**src/sv/mmul_pkg.sv**
```systemverilog
// shared types and constants for the matrix multiply core
// no dependencies; used by every module of the block except mmul_ram
`timescale 1ns / 1ps

package mmul_pkg;

   localparam int CFG_W     = 4;   // width of a dimension register
   localparam int CSR_IDX_W = 2;
   localparam int CMD_W     = 2;
   localparam int ROW_W     = 3;
   localparam int COL_W     = 3;
   localparam int ELEM_IN_W = 16;  // element_value port width
   localparam int ELEM_MAX_W = 32; // widest element the store may hold
   localparam int OUT_W     = 40;  // sum width, signed integer format (Q40.0)

   localparam logic [CMD_W-1:0] CMD_WRITE_A = 2'd0;
   localparam logic [CMD_W-1:0] CMD_WRITE_B = 2'd1;
   localparam logic [CMD_W-1:0] CMD_COMPUTE = 2'd2;

   localparam logic [CSR_IDX_W-1:0] CSR_ROWS_A     = 2'd0;
   localparam logic [CSR_IDX_W-1:0] CSR_INNER_SIZE = 2'd1;
   localparam logic [CSR_IDX_W-1:0] CSR_COLS_B     = 2'd2;

   localparam logic [CFG_W-1:0] DIM_RESET = 4'd8;

   localparam logic STATUS_PRODUCT = 1'b0;
   localparam logic STATUS_REJECT  = 1'b1;

   // control tag that travels with each read through the pipeline
   typedef struct packed {
      logic             valid;
      logic             first;
      logic             last_k;
      logic             last_elem;
      logic [ROW_W-1:0] row;
      logic [COL_W-1:0] col;
   } tag_type;

   // finished product element from the accumulator
   typedef struct packed {
      logic                    valid;
      logic [ROW_W-1:0]        row;
      logic [COL_W-1:0]        col;
      logic signed [OUT_W-1:0] value;
      logic                    last;
   } res_type;

endpackage

```
**src/sv/mmul_ram.sv**
```systemverilog
// generic single-write, single-read ram with registered read data
// no dependencies
`timescale 1ns / 1ps

module mmul_ram #(
   parameter int WIDTH = 16,
   parameter int DEPTH = 64
) (
   input  logic                                   clock,
   input  logic                                   wr_en,
   input  logic [(DEPTH > 1 ? $clog2(DEPTH) : 1)-1:0] wr_addr,
   input  logic [WIDTH-1:0]                       wr_data,
   input  logic                                   rd_en,
   input  logic [(DEPTH > 1 ? $clog2(DEPTH) : 1)-1:0] rd_addr,
   output logic [WIDTH-1:0]                       rd_data
);

   logic [WIDTH-1:0] mem_ff [DEPTH];
   logic [WIDTH-1:0] rd_data_ff;

   always_ff @(posedge clock) begin
      if (wr_en) begin
         mem_ff[wr_addr] <= wr_data;
      end
      if (rd_en) begin
         rd_data_ff <= mem_ff[rd_addr];
      end
   end

   assign rd_data = rd_data_ff;

endmodule

```
**src/sv/mmul_seq.sv**
```systemverilog
// sequencer: walks row, column and inner index of a product run
// depends on mmul_pkg
`timescale 1ns / 1ps

module mmul_seq #(
   parameter int MAX_DIM = 8,
   parameter int AW      = 6
) (
   input  logic                        clock,
   input  logic                        reset,
   input  logic                        start,
   input  logic                        adv,
   input  logic [mmul_pkg::CFG_W-1:0]  num_rows,
   input  logic [mmul_pkg::CFG_W-1:0]  num_inner,
   input  logic [mmul_pkg::CFG_W-1:0]  num_cols,
   output logic [AW-1:0]               a_addr,
   output logic [AW-1:0]               b_addr,
   output mmul_pkg::tag_type           tag
);

   localparam int PW = AW + mmul_pkg::CFG_W;

   logic                       active_ff, active_in;
   logic [mmul_pkg::CFG_W-1:0] i_ff, i_in, j_ff, j_in, k_ff, k_in;
   logic                       k_end, j_end, i_end;
   logic [PW-1:0]              a_full, b_full;

   assign k_end = (k_ff == num_inner - 1'b1);
   assign j_end = (j_ff == num_cols - 1'b1);
   assign i_end = (i_ff == num_rows - 1'b1);

   always_comb begin
      active_in = active_ff;
      i_in      = i_ff;
      j_in      = j_ff;
      k_in      = k_ff;
      if (start) begin
         active_in = 1'b1;
         i_in      = '0;
         j_in      = '0;
         k_in      = '0;
      end else if (active_ff && adv) begin
         if (!k_end) begin
            k_in = k_ff + 1'b1;
         end else begin
            k_in = '0;
            if (!j_end) begin
               j_in = j_ff + 1'b1;
            end else begin
               j_in = '0;
               if (!i_end) begin
                  i_in = i_ff + 1'b1;
               end else begin
                  active_in = 1'b0;
               end
            end
         end
      end
   end

   always_ff @(posedge clock) begin
      if (reset) begin
         active_ff <= 1'b0;
         i_ff      <= '0;
         j_ff      <= '0;
         k_ff      <= '0;
      end else begin
         active_ff <= active_in;
         i_ff      <= i_in;
         j_ff      <= j_in;
         k_ff      <= k_in;
      end
   end

   // row-major store addressing
   assign a_full = PW'(i_ff) * PW'(MAX_DIM) + PW'(k_ff);
   assign b_full = PW'(k_ff) * PW'(MAX_DIM) + PW'(j_ff);
   assign a_addr = a_full[AW-1:0];
   assign b_addr = b_full[AW-1:0];

   always_comb begin
      tag.valid     = active_ff;
      tag.first     = (k_ff == '0);
      tag.last_k    = k_end;
      tag.last_elem = k_end && j_end && i_end;
      tag.row       = i_ff[mmul_pkg::ROW_W-1:0];
      tag.col       = j_ff[mmul_pkg::COL_W-1:0];
   end

endmodule

```
**src/sv/mmul_mac.sv**
```systemverilog
// shared multiply-accumulate unit: one product per cycle while adv is high, saturating sum
// depends on mmul_pkg
`timescale 1ns / 1ps

module mmul_mac #(
   parameter int ELEM_WIDTH = 16
) (
   input  logic                   clock,
   input  logic                   reset,
   input  logic                   adv,
   input  mmul_pkg::tag_type      tag,
   input  logic [ELEM_WIDTH-1:0]  a_data,
   input  logic [ELEM_WIDTH-1:0]  b_data,
   output mmul_pkg::res_type      res
);

   localparam int PRODW = 2 * ELEM_WIDTH;
   localparam int SUMW  = (PRODW > mmul_pkg::OUT_W ? PRODW : mmul_pkg::OUT_W) + 1;
   localparam logic signed [SUMW-1:0] SAT_HI =
      {{(SUMW - mmul_pkg::OUT_W + 1){1'b0}}, {(mmul_pkg::OUT_W - 1){1'b1}}};
   localparam logic signed [SUMW-1:0] SAT_LO = ~SAT_HI;

   mmul_pkg::tag_type                tag1_ff, tag1_in, tag2_ff, tag2_in;
   logic signed [PRODW-1:0]          product_ff, product_in;
   logic signed [mmul_pkg::OUT_W-1:0] acc_ff, acc_in, base, sat_sum;
   logic signed [SUMW-1:0]           sum;

   // stage 1 aligns with ram read data, stage 2 holds the product
   always_comb begin
      tag1_in    = adv ? tag : tag1_ff;
      tag2_in    = adv ? tag1_ff : tag2_ff;
      product_in = adv ? $signed(a_data) * $signed(b_data) : product_ff;
   end

   assign base = tag2_ff.first ? '0 : acc_ff;
   assign sum  = SUMW'(base) + SUMW'(product_ff);

   always_comb begin
      if (sum > SAT_HI) begin
         sat_sum = SAT_HI[mmul_pkg::OUT_W-1:0];
      end else if (sum < SAT_LO) begin
         sat_sum = SAT_LO[mmul_pkg::OUT_W-1:0];
      end else begin
         sat_sum = sum[mmul_pkg::OUT_W-1:0];
      end
   end

   assign acc_in = (adv && tag2_ff.valid) ? sat_sum : acc_ff;

   always_ff @(posedge clock) begin
      if (reset) begin
         tag1_ff <= '0;
         tag2_ff <= '0;
      end else begin
         tag1_ff <= tag1_in;
         tag2_ff <= tag2_in;
      end
   end

   always_ff @(posedge clock) begin
      product_ff <= product_in;
      acc_ff     <= acc_in;
   end

   always_comb begin
      res.valid = adv && tag2_ff.valid && tag2_ff.last_k;
      res.row   = tag2_ff.row;
      res.col   = tag2_ff.col;
      res.value = sat_sum;
      res.last  = tag2_ff.last_elem;
   end

endmodule

```
**src/sv/matrix_multiply_core.sv**
```systemverilog
// top level of the matrix multiply core: registers, stores and result stage
// depends on mmul_pkg, mmul_ram, mmul_seq, mmul_mac
//
// channel  direction  handshake          payload
// req      in         req_valid/stall    command, row_index, col_index, element_value
// rsp      out        rsp_valid/stall    status, out_row, out_col, out_value, last
// csr      in         csr_write          csr_index, csr_data
//
// a write item is stored as it is taken; a rejected write puts one item on rsp
// a compute item runs rows x cols x inner products through the single shared
// multiplier, one product per cycle while a waiting result is not held by a stalled rsp
// req is stalled for the whole run and while a result waits on a stalled rsp
// a stalled rsp freezes the whole multiply pipeline
// reset clears control and the dimension registers (all to 8); stores are not cleared
`timescale 1ns / 1ps

module matrix_multiply_core #(
   parameter int MAX_DIM    = 8,
   parameter int ELEM_WIDTH = 16
) (
   input  logic                                 clock,
   input  logic                                 reset,
   input  logic                                 req_valid,
   output logic                                 req_stall,
   input  logic [mmul_pkg::CMD_W-1:0]           req_command,
   input  logic [mmul_pkg::ROW_W-1:0]           req_row_index,
   input  logic [mmul_pkg::COL_W-1:0]           req_col_index,
   input  logic signed [mmul_pkg::ELEM_IN_W-1:0] req_element_value,
   output logic                                 rsp_valid,
   input  logic                                 rsp_stall,
   output logic                                 rsp_status,
   output logic [mmul_pkg::ROW_W-1:0]           rsp_out_row,
   output logic [mmul_pkg::COL_W-1:0]           rsp_out_col,
   output logic signed [mmul_pkg::OUT_W-1:0]    rsp_out_value,
   output logic                                 rsp_last,
   input  logic                                 csr_write,
   input  logic [mmul_pkg::CSR_IDX_W-1:0]       csr_index,
   input  logic [mmul_pkg::CFG_W-1:0]           csr_data
);

   localparam int DEPTH = MAX_DIM * MAX_DIM;
   localparam int AW    = DEPTH > 1 ? $clog2(DEPTH) : 1;
   localparam int PW    = AW + mmul_pkg::CFG_W;
   localparam logic [mmul_pkg::CFG_W-1:0] DIM_CAP =
      MAX_DIM > 15 ? 4'd15 : mmul_pkg::CFG_W'(MAX_DIM);

   logic [mmul_pkg::CFG_W-1:0] rows_a_ff, rows_a_in, inner_ff, inner_in, cols_b_ff, cols_b_in;
   logic [mmul_pkg::CFG_W-1:0] nr, nk, nc;

   logic                               busy_ff, busy_in;
   logic                               rsp_valid_ff, rsp_valid_in;
   logic                               rsp_status_ff, rsp_status_in;
   logic [mmul_pkg::ROW_W-1:0]         rsp_row_ff, rsp_row_in;
   logic [mmul_pkg::COL_W-1:0]         rsp_col_ff, rsp_col_in;
   logic signed [mmul_pkg::OUT_W-1:0]  rsp_value_ff, rsp_value_in;
   logic                               rsp_last_ff, rsp_last_in;

   logic                       adv, req_take, is_write, is_compute, is_a, index_bad;
   logic                       write_ok;
   logic [mmul_pkg::CFG_W-1:0] lim_r, lim_c;
   logic [PW-1:0]              wr_full;
   logic [AW-1:0]              wr_addr, a_addr, b_addr;
   logic [mmul_pkg::ELEM_MAX_W-1:0] elem_wide;
   logic [ELEM_WIDTH-1:0]      elem_store, a_data, b_data;
   mmul_pkg::tag_type          tag;
   mmul_pkg::res_type          res;

   // dimension registers
   always_comb begin
      rows_a_in = rows_a_ff;
      inner_in  = inner_ff;
      cols_b_in = cols_b_ff;
      if (csr_write) begin
         case (csr_index)
            mmul_pkg::CSR_ROWS_A:     rows_a_in = csr_data;
            mmul_pkg::CSR_INNER_SIZE: inner_in  = csr_data;
            mmul_pkg::CSR_COLS_B:     cols_b_in = csr_data;
            default: ;
         endcase
      end
   end

   // zero acts as one, above the store size acts as the store size
   function automatic logic [mmul_pkg::CFG_W-1:0] clamp_dim(
      input logic [mmul_pkg::CFG_W-1:0] v,
      input logic [mmul_pkg::CFG_W-1:0] cap
   );
      logic [mmul_pkg::CFG_W-1:0] r;
      if (v == '0) begin
         r = mmul_pkg::CFG_W'(1);
      end else if (v > cap) begin
         r = cap;
      end else begin
         r = v;
      end
      return r;
   endfunction

   assign nr = clamp_dim(rows_a_ff, DIM_CAP);
   assign nk = clamp_dim(inner_ff, DIM_CAP);
   assign nc = clamp_dim(cols_b_ff, DIM_CAP);

   // request decode
   assign adv        = !rsp_valid_ff || !rsp_stall;
   assign req_stall  = busy_ff || (rsp_valid_ff && rsp_stall);
   assign req_take   = req_valid && !req_stall;
   assign is_a       = (req_command == mmul_pkg::CMD_WRITE_A);
   assign is_write   = is_a || (req_command == mmul_pkg::CMD_WRITE_B);
   assign is_compute = (req_command == mmul_pkg::CMD_COMPUTE);
   assign lim_r      = is_a ? nr : nk;
   assign lim_c      = is_a ? nk : nc;
   assign index_bad  = ({1'b0, req_row_index} >= lim_r) || ({1'b0, req_col_index} >= lim_c);
   assign write_ok   = req_take && is_write && !index_bad;

   assign wr_full    = PW'(req_row_index) * PW'(MAX_DIM) + PW'(req_col_index);
   assign wr_addr    = wr_full[AW-1:0];
   assign elem_wide  = {{(mmul_pkg::ELEM_MAX_W - mmul_pkg::ELEM_IN_W){1'b0}}, req_element_value};
   assign elem_store = elem_wide[ELEM_WIDTH-1:0];

   mmul_ram #(.WIDTH(ELEM_WIDTH), .DEPTH(DEPTH)) u_store_a (
      .clock   (clock),
      .wr_en   (write_ok && is_a),
      .wr_addr (wr_addr),
      .wr_data (elem_store),
      .rd_en   (adv),
      .rd_addr (a_addr),
      .rd_data (a_data)
   );

   mmul_ram #(.WIDTH(ELEM_WIDTH), .DEPTH(DEPTH)) u_store_b (
      .clock   (clock),
      .wr_en   (write_ok && !is_a),
      .wr_addr (wr_addr),
      .wr_data (elem_store),
      .rd_en   (adv),
      .rd_addr (b_addr),
      .rd_data (b_data)
   );

   mmul_seq #(.MAX_DIM(MAX_DIM), .AW(AW)) u_seq (
      .clock     (clock),
      .reset     (reset),
      .start     (req_take && is_compute),
      .adv       (adv),
      .num_rows  (nr),
      .num_inner (nk),
      .num_cols  (nc),
      .a_addr    (a_addr),
      .b_addr    (b_addr),
      .tag       (tag)
   );

   mmul_mac #(.ELEM_WIDTH(ELEM_WIDTH)) u_mac (
      .clock  (clock),
      .reset  (reset),
      .adv    (adv),
      .tag    (tag),
      .a_data (a_data),
      .b_data (b_data),
      .res    (res)
   );

   // result stage
   always_comb begin
      busy_in       = busy_ff;
      rsp_valid_in  = rsp_valid_ff && rsp_stall;
      rsp_status_in = rsp_status_ff;
      rsp_row_in    = rsp_row_ff;
      rsp_col_in    = rsp_col_ff;
      rsp_value_in  = rsp_value_ff;
      rsp_last_in   = rsp_last_ff;
      if (req_take && is_compute) begin
         busy_in = 1'b1;
      end
      if (req_take && is_write && index_bad) begin
         rsp_valid_in  = 1'b1;
         rsp_status_in = mmul_pkg::STATUS_REJECT;
         rsp_row_in    = '0;
         rsp_col_in    = '0;
         rsp_value_in  = '0;
         rsp_last_in   = 1'b0;
      end else if (res.valid) begin
         rsp_valid_in  = 1'b1;
         rsp_status_in = mmul_pkg::STATUS_PRODUCT;
         rsp_row_in    = res.row;
         rsp_col_in    = res.col;
         rsp_value_in  = res.value;
         rsp_last_in   = res.last;
         if (res.last) begin
            busy_in = 1'b0;
         end
      end
   end

   always_ff @(posedge clock) begin
      if (reset) begin
         rows_a_ff    <= mmul_pkg::DIM_RESET;
         inner_ff     <= mmul_pkg::DIM_RESET;
         cols_b_ff    <= mmul_pkg::DIM_RESET;
         busy_ff      <= 1'b0;
         rsp_valid_ff <= 1'b0;
      end else begin
         rows_a_ff    <= rows_a_in;
         inner_ff     <= inner_in;
         cols_b_ff    <= cols_b_in;
         busy_ff      <= busy_in;
         rsp_valid_ff <= rsp_valid_in;
      end
   end

   always_ff @(posedge clock) begin
      rsp_status_ff <= rsp_status_in;
      rsp_row_ff    <= rsp_row_in;
      rsp_col_ff    <= rsp_col_in;
      rsp_value_ff  <= rsp_value_in;
      rsp_last_ff   <= rsp_last_in;
   end

   assign rsp_valid     = rsp_valid_ff;
   assign rsp_status    = rsp_status_ff;
   assign rsp_out_row   = rsp_row_ff;
   assign rsp_out_col   = rsp_col_ff;
   assign rsp_out_value = rsp_value_ff;
   assign rsp_last      = rsp_last_ff;

`ifndef SYNTHESIS
   a_result_only_in_run : assert property (@(posedge clock) disable iff (reset)
      res.valid |-> busy_ff)
      else $error("product element outside a compute run");

   a_reject_clean : assert property (@(posedge clock) disable iff (reset)
      (rsp_valid_ff && rsp_status_ff == mmul_pkg::STATUS_REJECT)
         |-> (rsp_value_ff == '0 && !rsp_last_ff && rsp_row_ff == '0 && rsp_col_ff == '0))
      else $error("rejected write item carries a payload");

   a_compute_busy : assert property (@(posedge clock) disable iff (reset)
      (req_take && is_compute) |=> busy_ff)
      else $error("compute item did not start a run");

   a_no_store_write_in_run : assert property (@(posedge clock) disable iff (reset)
      busy_ff |-> !write_ok)
      else $error("store written during a compute run");
`endif

endmodule

```
**config.mk**
```make
export PLATFORM = sky130hd
export DESIGN_NAME = matrix_multiply_core
export DESIGN_NICKNAME = d
export VERILOG_FILES = /design/src/sv/mmul_pkg.sv /design/src/sv/mmul_ram.sv /design/src/sv/mmul_seq.sv /design/src/sv/mmul_mac.sv /design/src/sv/matrix_multiply_core.sv
export SDC_FILE = /design/constraint.sdc
export NUM_CORES = 2
export LEC_CHECK = 0
export BUFFER_PORTS_ARGS = -buffer_cell sky130_fd_sc_hd__buf_2
export CAP_MARGIN = 0
export CORE_ASPECT_RATIO = 1.25
export CORE_MARGIN = 8
export CORE_UTILIZATION = 40
export CTS_BUF_LIST = sky130_fd_sc_hd__clkbuf_2
export CTS_CLUSTER_SIZE = 20
export DETAILED_ROUTE_END_ITERATION = 6
export GPL_ROUTABILITY_DRIVEN = 0
export PLACE_DENSITY = 0.53
export REMOVE_ABC_BUFFERS = 1
export SETUP_SLACK_MARGIN = 0.02
export SLEW_MARGIN = 10
export SYNTH_ARGS = -nofsm -noshare
export SYNTH_HDL_FRONTEND = slang
export SYNTH_SLANG_ARGS = --single-unit
```
**constraint.sdc**
```tcl
create_clock -name clock -period 8.05 [get_ports clock]
set_clock_uncertainty 0.05 [all_clocks]
set_input_delay 0 -clock clock [delete_from_list [all_inputs] [get_ports clock]]
set_output_delay 0 -clock clock [all_outputs]
set_load 0.02 [all_outputs]
```
==> tab_implementation.tex <==
\begin{tabular}{lr}
\hline
Metric & Value \\
\hline
\multicolumn{2}{l}{\textbf{Run status}} \\
\quad Run status & complete, no violations \\
\multicolumn{2}{l}{\textbf{Yosys}} \\
\quad Cells taking the most area after synthesis & edfxtp\_1, mux4\_2, fa\_1, dfxtp\_1, ha\_1 \\
\quad Post-synth cell types & 84 \\
\quad Post-synth EDFFs & 2152 \\
\quad Post-synthesis sequential area ratio & 0.680 \\
\quad Cell type with the highest aggregate area in the netlist & edfxtp\_1 \\
\quad Cell Area, Synth & 97900 sq um \\
\quad Cell count after synthesis & 5146 \\
\quad Portion of synthesized cell area occupied by the leading cell type & 0.660 \\
\quad Synth Warn \# & 0 \\
\quad Primary FF master, synth & edfxtp\_1 \\
\quad Avg Inst Size Synth & around 19 sq um \\
\quad Synth async-reset ratio & 0 \\
\quad Yosys reg bits & 2247 \\
\multicolumn{2}{l}{\textbf{Floorplanning}} \\
\quad Die height & 569 um \\
\quad I/O pins & 85 \\
\quad Die boundary width & roughly 460 um \\
\quad Effective utilization at floorplan & 0.401 \\
\quad Die Footprint & roughly 260000 sq um \\
\quad Core footprint & about 240000 sq um \\
\quad Site Rows & 203 \\
\multicolumn{2}{l}{\textbf{Clock tree}} \\
\quad Clock insertion delay at the later pin of the skew report & $\sim$1700 ps \\
\quad Number of sinks on the clock net & 2247 \\
\quad CTS tree & yes \\
\quad Clock-pin slew on the worst setup and hold paths & 110 ps \\
\quad Number of H-tree levels & 6 \\
\quad Clock Root Buffer & clkbuf\_2 \\
\quad Inserted Clock Buffers & 562 \\
\quad Max Buffers Root-to-Sink & 4 \\
\quad Post-CTS Resized & 0 \\
\multicolumn{2}{l}{\textbf{Setup path}} \\
\quad Data arrival time of the critical path & 8450 ps \\
\quad Required time reported for the critical path endpoint & 9390 ps \\
\quad Nature of the critical path startpoint & flop \\
\quad Worst-path fanout max & 16 \\
\quad Worst setup path class & flop to flop \\
\quad Worst-case register-to-register setup slack & 940 ps \\
\quad Capture instance of the worst register-to-register path & u\_mac.product\_ff[30] \\
\quad Startpoint of the lowest-slack register-to-register path & u\_store\_a.rd\_data[6] \\
\quad Worst Reg2Reg Path Length in Cells & 19 \\
\quad Crit end category & flop \\
\multicolumn{2}{l}{\textbf{Global routing}} \\
\quad Maximum number of pins on one net before global-route repair & 99 \\
\quad Vias in the first global route & 54.3k \\
\quad First-pass GRT wire length & 372 mm \\
\quad Antenna violations before repair & 18 \\
\quad Overflow left after global routing & 0 \\
\quad Aggregate global-route resource usage & 0.193 \\
\multicolumn{2}{l}{\textbf{Finish}} \\
\quad Fill cell total of the finished layout & 21.4k \\
\quad Most common cell after layout, fill and taps aside & edfxtp\_1 \\
\quad Share of cells above drive strength 1 & 0.304 \\
\quad Number of nets in the layout & 6327 \\
\quad Syn-to-layout area delta & 12.1\% \\
\quad Leading cell types in the layout, fill and taps excluded & edfxtp\_1, clkbuf\_2, mux4\_2, inv\_1, nor2\_1 \\
\multicolumn{2}{l}{\textbf{Place}} \\
\quad HPWL after DPL & 157 mm \\
\quad Worst slack at placement & 1050 ps \\
\quad Count of input and output buffers & 84 \\
\multicolumn{2}{l}{\textbf{Routing}} \\
\quad Post-DR wirelength/cell & $\sim$27 um \\
\quad Vias per cell & roughly 5.3 \\
\quad Total via count in the routed design & 50.9k \\
\quad Antenna Nets Post-Route & 0 \\
\quad First-pass iteration count of the detailed router & 5 \\
\quad Number of DRC violations after detailed-routing iteration 0 & between 3k and 4k \\
\quad Drc violations & 0 \\
\quad Sum of routed wire length over all layers & 255 mm \\
\multicolumn{2}{l}{\textbf{Timing}} \\
\quad Min Tclk post-route & 7110 ps \\
\quad \# setup viols final & 0 \\
\quad Final hold violation count & 0 \\
\quad Final max-slew violation count & 0 \\
\quad Highest attainable clock frequency & 141 MHz \\
\quad Crit share post-route & 0.884 \\
\quad Worst Hold Margin & 293 ps \\
\quad Relative slew margins & 0.186 \\
\quad Slew @ Worst Pin & 1220 ps \\
\quad Worst-case setup margin in the final layout & 936 ps \\
\quad RSZ-0062 raised after global routing & false \\
\multicolumn{2}{l}{\textbf{Power}} \\
\quad Largest voltage drop on the vdd net & around 0.00028 V \\
\quad Pwr/cell area & 254 nW/um\^{}2 \\
\quad Leakage & around 37 nW \\
\quad Post-layout total power & 0.0279 W \\
\multicolumn{2}{l}{\textbf{Hold path}} \\
\quad Class of the most critical hold timing path & input pin to flop \\
\quad Number of cells on the worst hold path & 6 \\
\quad Hold path startpoint & csr\_data[0] \\
\quad Worst min-delay path endpoint & inner\_ff[0] \\
\multicolumn{2}{l}{\textbf{Flow run}} \\
\quad Max-cap violations & 0 \\
\hline
\end{tabular}
==> routing by layer <==
layer,track usage,vias up,wire [um]
li1,-,21934,-
met1,0.264,26930,111000
met2,0.320,1592,125000
met3,0.0346,407,14100
met4,0.0531,2,5720
met5,0,-,12
==> cells by family (layout without fill, tap and decap cells) <==
kind of cell               Yosys count  count (layout)  synth area share
buffers and inverters              553            1669            0.0217
xor gates and xnor gates            86              86           0.00796
other                                0              11                 0
adders and majority gates          406             406            0.0720
AOI/OAI and AO/OA                  299             299            0.0202
muxes                              689             689             0.156
DFF                               2247            2247             0.680
and+or+nand+nor                    866             866            0.0420
==> report_power, final <==
group	switching, W	total, W	internal (W)
registers	0.0000805	0.0133	0.0133
clock network	0.00453	0.00751	0.00297
logic	0.00412	0.00700	0.00288
==> worst max-delay path by stage <==
stage,endpoint,start,depth (start not counted),slack (ps)
2_1_floorplan,u_store_b.rd_data[0],u_seq.k_ff[0],4,-5480
3_3_place_gp,u_mac.product_ff[30],u_store_b.rd_data[4],19,1110
3_5_place_dp,u_mac.product_ff[30],u_store_b.rd_data[4],19,1050
4_1_cts,u_mac.product_ff[30],u_store_a.rd_data[6],19,960
5_1_grt,u_mac.product_ff[30],u_store_a.rd_data[6],19,640
6_report,u_mac.product_ff[30],u_store_a.rd_data[6],19,940
==> final cells by class <==
class                           instances  area (sq um)  area share
Timing Repair Buffer                  428          3730      0.0340
Clock inverter                        123           786     0.00716
Tap cell                             3280          4100      0.0374
Antenna cell                           11          27.5    0.000251
Sequential cell                      2247         66500       0.607
Inverter                              305          1150      0.0105
Multi-Input combinational cell       2346         29300       0.267
Clock buffer                          813          4070      0.0371
==> critical path, stage by stage, from the launching register on <==
cell	delay, ps
edfxtp_1	680
and2_1	270
fa_1	500
inv_1	50
fa_1	460
fa_1	510
fa_1	540
inv_1	50
fa_1	490
fa_1	420
ha_1	370
a2111oi_0	560
and2_1	220
a211oi_1	80
a2111o_1	510
and4_1	250
o21ai_2	170
a311oi_1	190
a221oi_2	290
xnor2_1	90
==> synth_stat cells (all sizes together), types with 55 or more instances <==
master	number
buf	79
a21oi	99
o21ai	61
dfxtp	95
nor2	275
inv	305
xnor2	55
nand2	257
and2	133
ha	139
clkbuf	169
edfxtp	2152
mux4	672
fa	263
==> flip-flops by register name, summed over array words and instances, names as in the netlist, 7 cells and up <==
| signal | flops |
|---|---|
| u_store_a.mem_ff | 1024 |
| u_mac.product_ff | 32 |
| u_mac.acc_ff | 40 |
| u_store_b.mem_ff | 1024 |
| u_store_b.rd_data | 16 |
| u_mac.res | 7 |
| u_store_a.rd_data | 16 |
| rsp_out_value | 40 |
| u_mac.tag1_ff | 10 |
==> per-stage QoR <==
step | TNS (ps) | utilization | cells | cell area [sq um]
after floorplan | -230450 | - | 4898 | 96900
after global placement | 0 | 0.423 | 8464 | 103000
after detailed placement | 0 | 0.423 | 8464 | 103000
after CTS | 0 | 0.449 | 9542 | 110000
after global routing | 0 | 0.449 | 9548 | 110000
final | 0 | 0.449 | 9553 | 110000
==> timing repair <==
action / in CTS / in global routing
endpoints found under the hold margin: 4295 / 0
setup buffers: 0 / 0
hold buffers: 142 / 0
Note: power is estimated with default switching activity, not from simulation.
